`src/sv/vertex_rotate_project_defines.svh`:
```
// ----------------------------------------------------------------------------
// Vertex rotate and project: assertion macros
// Shared concurrent-check macros, clocked on clk and held off during reset.
// ----------------------------------------------------------------------------
`ifndef VERTEX_ROTATE_PROJECT_DEFINES_SVH
`define VERTEX_ROTATE_PROJECT_DEFINES_SVH

// same-cycle implication
`define VRP_ASSERT_NOW(lbl, ante, cons, msg) \
	lbl: assert property (@(posedge clk) disable iff (!arst_n) (ante) |-> (cons)) \
		else $error(msg);

// next-cycle implication
`define VRP_ASSERT_NEXT(lbl, ante, cons, msg) \
	lbl: assert property (@(posedge clk) disable iff (!arst_n) (ante) |=> (cons)) \
		else $error(msg);

`endif

```
`src/sv/vrp_pkg.sv`:
```
// ----------------------------------------------------------------------------
// Vertex rotate and project: package
// Fixed-point constants, register indexes and rounding helpers.
// ----------------------------------------------------------------------------
package vrp_pkg;

	localparam int FRAC_BITS  = 16;
	localparam int DIV_STEPS  = 4;                 // quotient bits per divider stage
	localparam int DIV_STAGES = 32 / DIV_STEPS;
	localparam int DIV_LAT    = DIV_STAGES + 2;    // entry + iterations + output
	localparam int FRONT_LAT  = 7;
	localparam int TOTAL_LAT  = FRONT_LAT + DIV_LAT;

	localparam logic [2:0] REG_COS       = 3'd0;
	localparam logic [2:0] REG_SIN       = 3'd1;
	localparam logic [2:0] REG_XSCALE    = 3'd2;
	localparam logic [2:0] REG_YSCALE    = 3'd3;
	localparam logic [2:0] REG_DSCALE    = 3'd4;
	localparam logic [2:0] REG_DOFFSET   = 3'd5;
	localparam logic [2:0] REG_ZSHIFT    = 3'd6;

	function automatic logic signed [31:0] sat32(input logic signed [63:0] v);
		logic signed [31:0] r;
		if (v > 64'sh0000_0000_7FFF_FFFF)
			r = 32'sh7FFF_FFFF;
		else if (v < -64'sh0000_0000_8000_0000)
			r = 32'sh8000_0000;
		else
			r = v[31:0];
		return r;
	endfunction

	// round half up to FRAC_BITS fraction bits, then saturate
	function automatic logic signed [31:0] round_sat(input logic signed [63:0] v);
		logic signed [63:0] t;
		t = v + (64'sd1 <<< (FRAC_BITS - 1));
		return sat32(t >>> FRAC_BITS);
	endfunction

endpackage

```
`src/sv/vrp_div.sv`:
```
// ----------------------------------------------------------------------------
// Vertex rotate and project: pipelined divider
// Signed 64 by 32 division truncated toward zero, saturated to 32 bits,
// DIV_STEPS restoring steps per stage. A zero divisor passes the rounded
// numerator instead.
// ----------------------------------------------------------------------------
module vrp_div (
	input  logic               clk,
	input  logic signed [63:0] num,
	input  logic signed [31:0] den,
	output logic signed [31:0] quot
);

	typedef struct packed {
		logic        neg;
		logic        ovf;
		logic        zero;
		logic [31:0] byp;
		logic [31:0] ad;
		logic [63:0] pr;   // remainder above, dividend bits then quotient below
	} div_stage_t;

	div_stage_t stg_s [vrp_pkg::DIV_STAGES + 1];
	div_stage_t entry;
	logic [63:0] an;

	always_comb begin
		an         = num[63] ? 64'(-num) : 64'(num);
		entry.neg  = num[63] ^ den[31];
		entry.zero = (den == 32'sd0);
		entry.ad   = den[31] ? 32'(-den) : 32'(den);
		entry.ovf  = an[63:32] >= entry.ad;
		entry.byp  = vrp_pkg::round_sat(num);
		entry.pr   = an;
	end

	always_ff @(posedge clk) begin
		stg_s[0] <= entry;
	end

	for (genvar g = 0; g < vrp_pkg::DIV_STAGES; g++) begin : g_stage
		div_stage_t nxt;
		always_comb begin
			logic [32:0] t;
			nxt = stg_s[g];
			for (int k = 0; k < vrp_pkg::DIV_STEPS; k++) begin
				t = {nxt.pr[63:32], nxt.pr[31]};
				if (t >= {1'b0, nxt.ad}) begin
					t = t - {1'b0, nxt.ad};
					nxt.pr = {t[31:0], nxt.pr[30:0], 1'b1};
				end else begin
					nxt.pr = {t[31:0], nxt.pr[30:0], 1'b0};
				end
			end
		end
		always_ff @(posedge clk) begin
			stg_s[g + 1] <= nxt;
		end
	end

	div_stage_t last;
	logic [31:0] q;
	logic signed [31:0] res;

	always_comb begin
		last = stg_s[vrp_pkg::DIV_STAGES];
		q    = last.pr[31:0];
		if (last.zero)
			res = last.byp;
		else if (last.neg)
			res = (last.ovf || q > 32'h8000_0000) ? 32'sh8000_0000 : 32'(-q);
		else
			res = (last.ovf || q[31]) ? 32'sh7FFF_FFFF : q;
	end

	always_ff @(posedge clk) begin
		quot <= res;
	end

endmodule

```
`config.mk`:
```
export PLATFORM = sky130hd
export DESIGN_NAME = vrp_div
export DESIGN_NICKNAME = d
export VERILOG_FILES = /design/src/sv/vertex_rotate_project_defines.svh /design/src/sv/vrp_pkg.sv /design/src/sv/vrp_div.sv
export SDC_FILE = /design/constraint.sdc
export NUM_CORES = 2
export LEC_CHECK = 0
export BUFFER_PORTS_ARGS = -buffer_cell sky130_fd_sc_hd__buf_2
export CAP_MARGIN = 20
export CORE_ASPECT_RATIO = 0.8
export CORE_UTILIZATION = 50
export CTS_BUF_LIST = sky130_fd_sc_hd__clkbuf_2
export DETAILED_ROUTE_END_ITERATION = 6
export PLACE_DENSITY = 0.71
export SLEW_MARGIN = 30
export SYNTH_ARGS = -nofsm -noshare
export SYNTH_HDL_FRONTEND = slang
export SYNTH_SLANG_ARGS = --single-unit
```
`constraint.sdc`:
```
create_clock -name clk -period 14.6 [get_ports clk]
set_clock_uncertainty 0.2 [all_clocks]
set_input_delay 2.19 -clock clk [delete_from_list [all_inputs] [get_ports clk]]
set_output_delay 2.19 -clock clk [all_outputs]
set_load 0.01 [all_outputs]
```
==> results.py <==
metrics = {
    "logic_synthesis": {
        "ys_warn_count": 0,
        "ys_ff_latch": 1147,
        "ys_types": 86,
        "synth.avg_cell_area_sq_um": 8.322,
        "syn-cell-area_sq_um": 88900,
        "yosysTopAreaCellShare_pct": 25.83,
        "synthArstFlopShare_pct": 0,
        "ys_seq_area_share_pct": 25.83,
        "synth_ff_type": "dfxtp_1",
        "syn-num-nets": 11870,
        "yosys.area.top_type": "dfxtp_1",
        "synth.most_common_cell": "dfxtp_1",
        "synth_edf_count": 0,
        "synth_area_leaders": "dfxtp_1, ha_1, xnor2_1, a21oi_1, mux2_2",
        "synthCells": 10680,
        "synthTopCellsByCount": "dfxtp_1, ha_1, a21oi_1, o21ai_0, nand2_1",
    },
    "min_path": {
        "hold_path_class": "reg -> reg",
    },
    "floorplan": {
        "dieArea_sq_um": 179500,
        "die_h_um": 379.1,
        "core_sq_um": 176800,
        "ios": 129,
        "start_util_pct": 50.28,
        "num_rows": 138,
        "die_w_um": 473.4,
    },
    "critical_path": {
        "path_max_fanout": 35,
        "slowest_delay_ns": 0.59,
        "required_ns": 15.74,
        "cp.arrival_ns": 15.10,
        "criticalPathCategory": "reg -> reg",
        "cpMaxStageDelayCell": "a21oi_1",
        "crit_path_start_kind": "register",
        "critPathCaptureType": "register",
        "critical_path.most_common_cell": "buf_4",
    },
    "clock_tree": {
        "cts_root_buf": "clkbuf_2",
        "cts.sinks": 1147,
        "cts_buffers": 297,
        "cts_buffer_depth": 4,
        "htree_levels": 5,
        "clk_pin_slew_ns": 0.11,
        "cts_tree": "done",
        "clock_latency_ns": 1.61,
    },
    "drt": {
        "vias_per_cell": 6.028,
        "wl_per_cell_um": 21.73,
        "firstDrtPassIters": 7,
        "wl_um": 297500,
        "drc": 0,
        "dr_total_vias": 82510,
        "drt.antenna.violating_nets": 0,
        "drtIter0Drc": 8130,
    },
    "layout": {
        "area_growth_pct": 8.719,
        "drive_gt1_share_pct": 12.30,
        "final_util_pct": 54.66,
        "fin_nets": 12310,
    },
    "placed_design": {
        "place_worst_setup_slack_ns": -0.07333,
        "port_buffers": 128,
        "gp_congestion": 1.011,
        "dp_hpwl_um": 243300,
    },
    "timing": {
        "setup_tns_ns": 0,
        "rsz0062_at_grt": "false",
        "slew-limit-headroom_pct": 8.422,
        "worst_slew_pin_slew_ns": 1.363,
        "fin_hold_ws_ns": 0.02401,
        "final-hold-violation-count": 0,
        "setup_viol": 0,
        "max_freq_mhz": 71.64,
        "layout_setup_ws_ns": 0.6404,
        "slew_violations": 0,
        "fin_crit_sh_pct": 95.61,
        "finalCriticalPeriod_ns": 13.96,
    },
    "global_routing": {
        "grt_pass1_vias": 76310,
        "antenna_found_initial": 26,
        "grt_overflow_total": 0,
        "grt_pass1_wl_um": 445200,
        "grt.total_usage_pct": 31.76,
        "grt_max_degree": 67,
    },
    "run": {
        "maxCapViolCount": 0,
    },
    "outcome": {
        "status": "completed",
    },
}
through the flow:
step / std cells / area [sq um]
3_3_place_gp: 13190 / 93680
3_5_place_dp: 13190 / 93680
6_report: 13690 / 96650
4_1_cts: 13660 / 96260
2_1_floorplan: 10680 / 88900
5_1_grt: 13680 / 96640
layout by cell type (no fill, tap or decap), types with 83 or more instances in the layout:
cell         n
buf_4      243
buf_2      128
xor2_1     302
nand3_1    205
nand2_1    730
nor2_1     641
o21ai_0    739
dfxtp_1   1145
a31oi_1     83
mux2_2     422
nor3_1     171
nand4_1    139
nand2b_1   170
o21bai_1   115
a21oi_1    951
and3_1     113
a221o_1     85
clkbuf_2   387
mux2i_1     84
o21a_1     145
xnor2_1    638
a21o_1     457
o31ai_1     83
inv_1      722
ha_1      1061
a211oi_1    94
nor2b_1    140
layer usage:
layer / GRT usage [%] / up-vias / wire length (um) / share of wire, %
li1: - / 39930 / - / -
met1: 44.43 / 38670 / 136100 / 46
met2: 47.68 / 3389 / 124700 / 42
met3: 6.137 / 513 / 25020 / 8.4
met4: 12.37 / 8 / 11670 / 3.9
met5: 0 / - / 55 / 0.018
final cells by class:
class | instances | area, sq um
Fill cell | 16650 | 80160
Multi-Input combinational cell | 8552 | 62570
Sequential cell | 1147 | 22960
Tap cell | 2380 | 2978
Timing Repair Buffer | 389 | 2788
Inverter | 734 | 2759
Clock buffer | 387 | 1937
Clock inverter | 85 | 618.1
Antenna cell | 14 | 35.03
state kept, by name (all words and copies together) (netlist names):
signal,cells
quot,32
stg_s,1115
worst max-delay path: cells and delay by family (launching register included):
kind | cells | cell delay, ns
simple gates | 10 | 1.51
compound gates | 29 | 7.17
flops | 1 | 0.38
fa+ha+maj | 4 | 1.36
buf+inv | 12 | 2.16
mux | 3 | 0.96
logic make-up after synthesis:
kind of cell	count (synthesis)	synth area share, %
AO/OA/AOI/OAI	3285	23.66
AND/OR/NAND/NOR	2725	15.10
flip-flops	1147	25.83
adder cells (fa/ha/maj)	1092	15.63
buffers and inverters	985	4.193
XOR/XNOR	941	9.271
multiplexers	508	6.314
path summary, 6_finish.rpt:
kind                               startpoint       endpoint  slack [ns]  depth (start not counted)
worst max register to register  stg_s[0][468]  stg_s[0][558]        0.64                         58
worst min register to register  stg_s[0][411]  stg_s[0][546]        0.02                          0
worst max-delay path            stg_s[0][468]  stg_s[0][558]        0.64                         58
worst min-delay path            stg_s[0][411]  stg_s[0][546]        0.02                          0
what timing repair did:
| action | in CTS | in global routing |
|---|---|---|
| gates resized for setup | 1 | 58 |
| cloned | 0 | 1 |
| pin swaps | 0 | 5 |
| endpoints found under the hold margin | 2 | 0 |
| hold buffers | 2 | 0 |
| setup endpoints to repair | 32 | 224 |
| buffers inserted | 0 | 13 |
Power is left out: the tool's default activity adds up to more than one toggle a clock period on the data nets, which glitch-free logic cannot reach.
